`config.mk`:
```
export PLATFORM = sky130hd
export DESIGN_NAME = synth_frequency_word_calc_unit
export DESIGN_NICKNAME = d
export VERILOG_FILES = /design/src/hdl/sfwc_pkg.sv /design/src/hdl/synth_frequency_word_calc_unit.sv
export SDC_FILE = /design/constraint.sdc
export NUM_CORES = 2
export LEC_CHECK = 0
export ABC_AREA = 0
export BUFFER_PORTS_ARGS = -buffer_cell sky130_fd_sc_hd__clkbuf_2
export CAP_MARGIN = 20
export CORE_MARGIN = 10
export CORE_UTILIZATION = 59
export DETAILED_ROUTE_END_ITERATION = 8
export PLACE_DENSITY = 0.83
export SLEW_MARGIN = 20
export SYNTH_ARGS = -nofsm -noshare
export SYNTH_HDL_FRONTEND = slang
export SYNTH_SLANG_ARGS = --single-unit
```
`constraint.sdc`:
```
create_clock -name clock -period 8.7 [get_ports clock]
set_clock_uncertainty 0.15 [all_clocks]
set_input_delay 0.435 -clock clock [delete_from_list [all_inputs] [get_ports clock]]
set_output_delay 0.435 -clock clock [all_outputs]
set_load 0.05 [all_outputs]
```
`src/hdl/sfwc_pkg.sv`:
```
// ----------------------------------------------------------------------------
// Synthesizer frequency word calculator package
// Constants and reciprocal factors shared by the tuning-word pipeline.
// ----------------------------------------------------------------------------
`default_nettype none

package sfwc_pkg;

   localparam int HZ_W      = 33;
   localparam int DDS_W     = 32;
   localparam int PLL_W     = 31;
   localparam int BYTE_W    = 8;
   localparam int K_W       = 3;
   localparam int BAND_W    = 2;
   localparam int CSR_IDX_W = 1;

   localparam logic [HZ_W-1:0] FREQ_MIN_HZ       = 33'd9000;
   localparam logic [HZ_W-1:0] FREQ_MAX_HZ       = 33'd6000000000;
   localparam logic [HZ_W-1:0] LOW_BAND_MAX_HZ   = 33'd25000000;
   localparam logic [HZ_W-1:0] SYNTH_LIMIT_HZ    = 33'd6000000000;
   localparam logic [HZ_W-1:0] LOW_BAND_SYNTH_HZ = 33'd100000000;
   localparam int              MAX_K             = 7;

   // DDS word: floor(hz * 2^32 / 1e8) = floor(hz * 2^24 / 390625), taken as
   // (hz * ceil(2^68 / 390625)) >> 44, exact for hz below 2^25.
   localparam int                DDS_HZ_W    = 25;
   localparam int                DDS_SHIFT   = 44;
   localparam logic [69:0]       DDS_RECIP_F = ((70'd1 << 68) + 70'd390624) / 70'd390625;
   localparam logic [49:0]       DDS_RECIP   = DDS_RECIP_F[49:0];

   // Megahertz count: floor((v >> 6) / 15625), exact for v >> 6 below 2^27.
   localparam int                T_W         = 13;
   localparam int                T_SHIFT     = 41;
   localparam logic [41:0]       T_RECIP_F   = ((42'd1 << 41) + 42'd15624) / 42'd15625;
   localparam logic [27:0]       T_RECIP     = T_RECIP_F[27:0];

   // PLL step: floor(t / 25) = (t * ceil(2^18 / 25)) >> 18 for t up to 6000.
   localparam int                Q_W         = 8;
   localparam int                Q_SHIFT     = 18;
   localparam logic [18:0]       Q_RECIP_F   = ((19'd1 << 18) + 19'd24) / 19'd25;
   localparam logic [13:0]       Q_RECIP     = Q_RECIP_F[13:0];
   localparam logic [12:0]       PLL_STEP    = 13'd25;
   localparam logic [11:0]       PLL_FRAC_SCALE = 12'd100;

   localparam logic [BYTE_W-1:0] DIV_BASE     = 8'h8F;
   localparam logic [BYTE_W-1:0] CTRL_LOW_ON  = 8'h45;
   localparam logic [BYTE_W-1:0] CTRL_DEFAULT = 8'h44;
   localparam logic [BYTE_W-1:0] LEVEL_OFF    = 8'hDC;
   localparam logic [BYTE_W-1:0] LEVEL_RESET  = 8'd252;

   localparam logic [BAND_W-1:0] BAND_HIGH = 2'd0;
   localparam logic [BAND_W-1:0] BAND_LOW  = 2'd1;
   localparam logic [BAND_W-1:0] BAND_OFF  = 2'd2;

   typedef enum logic [CSR_IDX_W-1:0] {
      CSR_OUTPUT_ENABLED = 1'b0,
      CSR_SYNTH_LEVEL    = 1'b1
   } csr_index_type;

endpackage

`default_nettype wire

```
`src/hdl/synth_frequency_word_calc_unit.sv`:
```
// ----------------------------------------------------------------------------
// Synthesizer frequency word calculator
// Clamps a requested frequency and produces DDS, divider and PLL words.
// ----------------------------------------------------------------------------
// The unit takes one request transfer per clock cycle while req_stall is low,
// and passes it through a five-stage pipeline whose depth is set by the
// reciprocal multiplies of the DDS word, the megahertz count and the PLL step.
// A stalled result holds the pipeline only as far back as there are no empty
// stages. The configuration registers are to be written only while no request
// is in flight; the unit itself does not enforce this.
`default_nettype none

module synth_frequency_word_calc_unit (
   input  wire logic                           clock,
   input  wire logic                           reset,
   input  wire logic                           req_valid,
   output logic                                req_stall,
   input  wire logic [sfwc_pkg::HZ_W-1:0]      req_freq_hz,
   output logic                                rsp_valid,
   input  wire logic                           rsp_stall,
   output logic [sfwc_pkg::HZ_W-1:0]           rsp_clamped_freq_hz,
   output logic                                rsp_low_band,
   output logic [sfwc_pkg::DDS_W-1:0]          rsp_dds_word,
   output logic [sfwc_pkg::BYTE_W-1:0]         rsp_divider_byte,
   output logic [sfwc_pkg::PLL_W-1:0]          rsp_pll_word,
   output logic [sfwc_pkg::BYTE_W-1:0]         rsp_control_byte,
   output logic [sfwc_pkg::BYTE_W-1:0]         rsp_level_byte,
   output logic [sfwc_pkg::BAND_W-1:0]         rsp_band_switch,
   input  wire logic                           csr_we,
   input  wire logic [sfwc_pkg::CSR_IDX_W-1:0] csr_index,
   input  wire logic [sfwc_pkg::BYTE_W-1:0]    csr_wdata
);

   import sfwc_pkg::*;

   logic                output_enabled_ff;
   logic [BYTE_W-1:0]   synth_level_ff;

   logic                ld1, ld2, ld3, ld4, ld5;

   logic [HZ_W-1:0]     s1_hz_in, s1_synth_in;
   logic                s1_low_in;
   logic                s1_valid_ff, s1_low_ff;
   logic [HZ_W-1:0]     s1_hz_ff, s1_synth_ff;

   logic [K_W-1:0]      s2_k_in;
   logic [49:0]         s2_plo_in, s2_phi_in;
   logic                s2_valid_ff, s2_low_ff;
   logic [HZ_W-1:0]     s2_hz_ff, s2_synth_ff;
   logic [K_W-1:0]      s2_k_ff;
   logic [49:0]         s2_plo_ff, s2_phi_ff;

   logic [HZ_W-1:0]     s3_scaled;
   logic [54:0]         s3_tprod;
   logic [74:0]         s3_dsum;
   logic [DDS_W-1:0]    s3_dds_in;
   logic [T_W-1:0]      s3_t_in;
   logic                s3_valid_ff, s3_low_ff;
   logic [HZ_W-1:0]     s3_hz_ff;
   logic [K_W-1:0]      s3_k_ff;
   logic [DDS_W-1:0]    s3_dds_ff;
   logic [T_W-1:0]      s3_t_ff;

   logic [26:0]         s4_qprod;
   logic [Q_W-1:0]      s4_q_in;
   logic                s4_valid_ff, s4_low_ff;
   logic [HZ_W-1:0]     s4_hz_ff;
   logic [K_W-1:0]      s4_k_ff;
   logic [DDS_W-1:0]    s4_dds_ff;
   logic [T_W-1:0]      s4_t_ff;
   logic [Q_W-1:0]      s4_q_ff;

   logic [T_W-1:0]      s5_rem;
   logic [11:0]         s5_frac;
   logic [PLL_W-1:0]    s5_pll_in;
   logic [BYTE_W-1:0]   s5_div_in, s5_ctrl_in, s5_level_in;
   logic [BAND_W-1:0]   s5_band_in;
   logic                rsp_valid_ff, rsp_low_band_ff;
   logic [HZ_W-1:0]     rsp_hz_ff;
   logic [DDS_W-1:0]    rsp_dds_ff;
   logic [BYTE_W-1:0]   rsp_div_ff, rsp_ctrl_ff, rsp_level_ff;
   logic [PLL_W-1:0]    rsp_pll_ff;
   logic [BAND_W-1:0]   rsp_band_ff;

   always_ff @(posedge clock) begin
      if (reset) begin
         output_enabled_ff <= 1'b0;
         synth_level_ff    <= LEVEL_RESET;
      end else if (csr_we) begin
         unique case (csr_index_type'(csr_index))
            CSR_OUTPUT_ENABLED: output_enabled_ff <= csr_wdata[0];
            CSR_SYNTH_LEVEL:    synth_level_ff    <= csr_wdata;
            default: ;
         endcase
      end
   end

   assign ld5       = !rsp_valid_ff || !rsp_stall;
   assign ld4       = !s4_valid_ff || ld5;
   assign ld3       = !s3_valid_ff || ld4;
   assign ld2       = !s2_valid_ff || ld3;
   assign ld1       = !s1_valid_ff || ld2;
   assign req_stall = !ld1;

   always_ff @(posedge clock) begin
      if (reset) begin
         s1_valid_ff  <= 1'b0;
         s2_valid_ff  <= 1'b0;
         s3_valid_ff  <= 1'b0;
         s4_valid_ff  <= 1'b0;
         rsp_valid_ff <= 1'b0;
      end else begin
         if (ld1) s1_valid_ff  <= req_valid;
         if (ld2) s2_valid_ff  <= s1_valid_ff;
         if (ld3) s3_valid_ff  <= s2_valid_ff;
         if (ld4) s4_valid_ff  <= s3_valid_ff;
         if (ld5) rsp_valid_ff <= s4_valid_ff;
      end
   end

   // Stage 1: clamp and band selection.
   always_comb begin
      if (req_freq_hz < FREQ_MIN_HZ) begin
         s1_hz_in = FREQ_MIN_HZ;
      end else if (req_freq_hz > FREQ_MAX_HZ) begin
         s1_hz_in = FREQ_MAX_HZ;
      end else begin
         s1_hz_in = req_freq_hz;
      end
      s1_low_in   = s1_hz_in <= LOW_BAND_MAX_HZ;
      s1_synth_in = s1_low_in ? LOW_BAND_SYNTH_HZ : s1_hz_in;
   end

   always_ff @(posedge clock) begin
      if (ld1) begin
         s1_hz_ff    <= s1_hz_in;
         s1_low_ff   <= s1_low_in;
         s1_synth_ff <= s1_synth_in;
      end
   end

   // Stage 2: divider exponent and DDS partial products.
   always_comb begin
      s2_k_in = '0;
      for (int j = 1; j <= MAX_K; j++) begin
         if (s1_synth_ff <= (SYNTH_LIMIT_HZ >> j)) begin
            s2_k_in = K_W'(j);
         end
      end
      s2_plo_in = {25'd0, s1_hz_ff[DDS_HZ_W-1:0]} * {25'd0, DDS_RECIP[24:0]};
      s2_phi_in = {25'd0, s1_hz_ff[DDS_HZ_W-1:0]} * {25'd0, DDS_RECIP[49:25]};
   end

   always_ff @(posedge clock) begin
      if (ld2) begin
         s2_hz_ff    <= s1_hz_ff;
         s2_low_ff   <= s1_low_ff;
         s2_synth_ff <= s1_synth_ff;
         s2_k_ff     <= s2_k_in;
         s2_plo_ff   <= s2_plo_in;
         s2_phi_ff   <= s2_phi_in;
      end
   end

   // Stage 3: megahertz count and DDS word.
   always_comb begin
      s3_scaled = s2_synth_ff << s2_k_ff;
      s3_tprod  = {28'd0, s3_scaled[HZ_W-1:6]} * {27'd0, T_RECIP};
      s3_t_in   = s3_tprod[T_SHIFT+T_W-1:T_SHIFT];
      s3_dsum   = {s2_phi_ff, 25'd0} + {25'd0, s2_plo_ff};
      s3_dds_in = s2_low_ff ? {1'b0, s3_dsum[74:DDS_SHIFT]} : '0;
   end

   always_ff @(posedge clock) begin
      if (ld3) begin
         s3_hz_ff  <= s2_hz_ff;
         s3_low_ff <= s2_low_ff;
         s3_k_ff   <= s2_k_ff;
         s3_dds_ff <= s3_dds_in;
         s3_t_ff   <= s3_t_in;
      end
   end

   // Stage 4: integer part of the PLL word.
   always_comb begin
      s4_qprod = {14'd0, s3_t_ff} * {13'd0, Q_RECIP};
      s4_q_in  = s4_qprod[Q_SHIFT+Q_W-1:Q_SHIFT];
   end

   always_ff @(posedge clock) begin
      if (ld4) begin
         s4_hz_ff  <= s3_hz_ff;
         s4_low_ff <= s3_low_ff;
         s4_k_ff   <= s3_k_ff;
         s4_dds_ff <= s3_dds_ff;
         s4_t_ff   <= s3_t_ff;
         s4_q_ff   <= s4_q_in;
      end
   end

   // Stage 5: fraction, PLL word assembly and control bytes.
   always_comb begin
      s5_rem      = s4_t_ff - ({5'd0, s4_q_ff} * PLL_STEP);
      s5_frac     = {7'd0, s5_rem[4:0]} * PLL_FRAC_SCALE;
      s5_pll_in   = {8'd0, s4_q_ff, 15'd0} + {16'd0, s5_frac, 3'd0};
      s5_div_in   = DIV_BASE + {1'b0, s4_k_ff, 4'd0};
      s5_ctrl_in  = (s4_low_ff && output_enabled_ff) ? CTRL_LOW_ON : CTRL_DEFAULT;
      s5_level_in = (!s4_low_ff && output_enabled_ff) ? synth_level_ff : LEVEL_OFF;
      if (!output_enabled_ff) begin
         s5_band_in = BAND_OFF;
      end else if (s4_low_ff) begin
         s5_band_in = BAND_LOW;
      end else begin
         s5_band_in = BAND_HIGH;
      end
   end

   always_ff @(posedge clock) begin
      if (ld5) begin
         rsp_hz_ff       <= s4_hz_ff;
         rsp_low_band_ff <= s4_low_ff;
         rsp_dds_ff      <= s4_dds_ff;
         rsp_div_ff      <= s5_div_in;
         rsp_pll_ff      <= s5_pll_in;
         rsp_ctrl_ff     <= s5_ctrl_in;
         rsp_level_ff    <= s5_level_in;
         rsp_band_ff     <= s5_band_in;
      end
   end

   assign rsp_valid           = rsp_valid_ff;
   assign rsp_clamped_freq_hz = rsp_hz_ff;
   assign rsp_low_band        = rsp_low_band_ff;
   assign rsp_dds_word        = rsp_dds_ff;
   assign rsp_divider_byte    = rsp_div_ff;
   assign rsp_pll_word        = rsp_pll_ff;
   assign rsp_control_byte    = rsp_ctrl_ff;
   assign rsp_level_byte      = rsp_level_ff;
   assign rsp_band_switch     = rsp_band_ff;

   a_rsp_range: assert property (@(posedge clock) disable iff (reset)
      rsp_valid |-> (rsp_clamped_freq_hz >= FREQ_MIN_HZ
                     && rsp_clamped_freq_hz <= FREQ_MAX_HZ))
      else $error("result frequency outside the clamped range");

   a_high_band_dds: assert property (@(posedge clock) disable iff (reset)
      (rsp_valid && !rsp_low_band) |-> (rsp_dds_word == '0))
      else $error("nonzero DDS word in the high band");

   a_low_band_pll: assert property (@(posedge clock) disable iff (reset)
      (rsp_valid && rsp_low_band) |->
         (rsp_divider_byte == 8'hDF && rsp_pll_word == 31'(128 << 15)))
      else $error("low band PLL setting is not the fixed 100 MHz word");

   a_accept_enters: assert property (@(posedge clock) disable iff (reset)
      (req_valid && !req_stall) |=> s1_valid_ff)
      else $error("accepted transfer did not enter the first stage");

endmodule

`default_nettype wire
```
==> impl_metrics.yaml <==
route:
  antenna_left: 0
  post_drt_wl_per_cell_um: 21.23
  vias: 32720
  drtIter0Drc: 2359
  wl_met3_um: 7765
  viasPerCell: 5.590
  wl_met2_um: 60620
  met1Wirelength_um: 50350
  drt_first_pass_iters: 6
  drc: 0
  top_layer: "met4"
  drt_wl_total_um: 124300
timing:
  finalHoldViolations: 0
  slew_headroom_pct: 34.19
  worst_pin_slew_ps: 987.2
  fmax_mhz: 120.6
  post-route-period-util_pct: 95.29
  drv_slew: 0
  finalSetupTns_ps: 0
  rsz0062_at_grt: "false"
  min_period_ps: 8291
  report.final.setup_viol: 0
logic_synthesis:
  synth_area_um2: 50570
  yosys_register_bits: 480
  synthTopCellsByArea: "edfxtp_1, fa_1, ha_1"
  synth_area_per_cell_um2: 11.36
  synth_edf_count: 466
  async_reset_ff_share_pct: 0
  synth_most_common_cell: "inv_1"
  post-synth-top-area-fraction_pct: 27.67
  synth_top_cell_by_area: "edfxtp_1"
  synthFlopType: "edfxtp_1"
  syn_inst: 4450
  yosysWarnings: 0
  seq_area_frac_synth_pct: 28.22
  yosysUniqueCellTypes: 82
  synth_common_cells: "inv_1, ha_1, fa_1"
floorplan:
  fp.dieW_um: 312.8
  initial_core_util_pct: 59.39
  die_area_um2: 97830
  die_h_um: 312.8
  rows: 107
  io_pins: 172
  core_um2: 85150
critical_path:
  path_class: "reg2reg"
  startpoint: "s2_k_ff[0]"
  critPathMaxFanout: 18
  timing.rr.start: "s2_k_ff[0]"
  startpoint_type: "register"
  end_kind: "register"
  critPathArrivalTime_ps: 8510
  required_ps: 8920
global_routing:
  grt_overflow_total: 0
  grt_pass1_wl_um: 193400
  grt_max_degree: 70
  antenna_found_initial: 1
  grt_usage_pct: 25.41
  grt_pass1_vias: 34180
cells_and_area:
  multiInputGateArea_um2: 31830
  fin_nets: 6213
  area_growth_pct: 8.291
  nFillCells: 6617
  drive_gt1_share_pct: 7.795
  register_area_um2: 14270
  final_util_pct: 64.32
clocking:
  cts-root-buf: "clkbuf_16"
  cts.sinks: 480
  clk_pin_slew_ps: 60
  postCtsSetupBuffers: 0
  h-tree-depth: 2
  cts_buffer_depth: 3
  cts_tree: "built"
  numCtsBuffers: 52
  clock_latency_ps: 620
hold_path:
  hold_class: "in2reg"
  holdCritStartpoint: "csr_wdata[3]"
outcome:
  status: "finished clean"
place:
  port_buffers: 145
  gp_congestion: 1.018
  hpwl_um: 104300
run:
  drv_cap: 0
[cell usage in the layout (no fill, tap or decap), drive strengths merged, types with 60 or more instances in the layout]
cell       n
inv     1132
ha       849
fa       652
edfxtp   466
clkbuf   200
nand2    141
a21oi    134
nor2     104
o21ai    101
xnor2     76
a21o      62
nand3     60
[cells by family (layout without fill, tap and decap cells)]
group,after synthesis,after routing,share of synthesized area (%)
xor gates and xnor gates,117,117,2.026
DFF,480,480,28.22
buffers and inverters,1200,1434,9.119
adders and majority gates,1501,1501,46.81
muxes,49,49,1.146
AOI/OAI and AO/OA,484,484,6.264
other,2,27,0.01485
and+or+nand+nor,617,617,6.391
[critical path, cell delays in order (launching register included)]
cell	delay, ps
edfxtp_1	410
buf_4	270
mux4_2	540
nand2_1	90
o21a_1	260
inv_1	200
fa_1	650
inv_1	90
fa_1	490
inv_1	60
fa_1	480
fa_1	530
fa_1	520
fa_1	540
inv_1	50
fa_1	530
inv_1	40
ha_1	330
nand4_1	110
nor4_1	230
buf_4	190
o2111ai_1	130
a211oi_1	250
nor2_1	130
a21oi_4	230
o21ai_0	160
nor4bb_1	170
a211o_1	220
[sequential cells by signal, indices dropped and copies added, names as in the netlist, 33 cells and up]
name and count:
s2_phi_ff 48, s4_hz_ff 33, s2_hz_ff 33, s3_hz_ff 33
s1_synth_ff 33, s1_hz_ff 33, rsp_clamped_freq_hz 33, s2_synth_ff 33
[cell type report]
| type | count | area share [%] |
|---|---|---|
| well taps | 1144 | 2.614 |
| flip-flops and latches | 480 | 26.06 |
| inverters | 1124 | 7.708 |
| repair buffers | 213 | 2.314 |
| clock inverters | 42 | 0.7722 |
| diodes | 1 | 0.004569 |
| clock buffers | 55 | 2.397 |
| multi-input cells | 2794 | 58.13 |
[stage by stage]
stage,hold slack (ps),instance area [um2],setup WS (ps),instances
2_1_floorplan,250.3,50660,132.0,4474
3_3_place_gp,250.1,52880,182.6,5744
3_5_place_dp,254.5,52880,44.22,5744
4_1_cts,3.304,54730,54.22,5852
5_1_grt,18.69,54760,11.34,5852
6_report,26.71,54770,409.5,5853
[worst paths after layout]
path | endpoint | slack (ps) | cells past startpoint
worst max register to register | s3_t_ff[9] | 410 | 27
worst min register to register | rsp_dds_word[16] | 250 | 0
worst min-delay path | synth_level_ff[3] | 30 | 3
worst max-delay path | s3_t_ff[9] | 410 | 27
[routing by layer]
| metal | up-vias | global-route usage, % |
|---|---|---|
| met3 | 276 | 3.593 |
| met2 | 1148 | 42.87 |
| met1 | 16270 | 32.96 |
| li1 | 15030 | - |
| met5 | - | 0 |
| met4 | 0 | 10.04 |
[repair_timing]
action                                  in CTS  in global routing
hold buffers                                11                  0
resized for setup                            0                  7
endpoints found under the hold margin       16                  0
endpoints found under the setup margin       0                  6
Power is left out: the tool's default activity adds up to more than one toggle a clock period on the data nets, which glitch-free logic cannot reach.
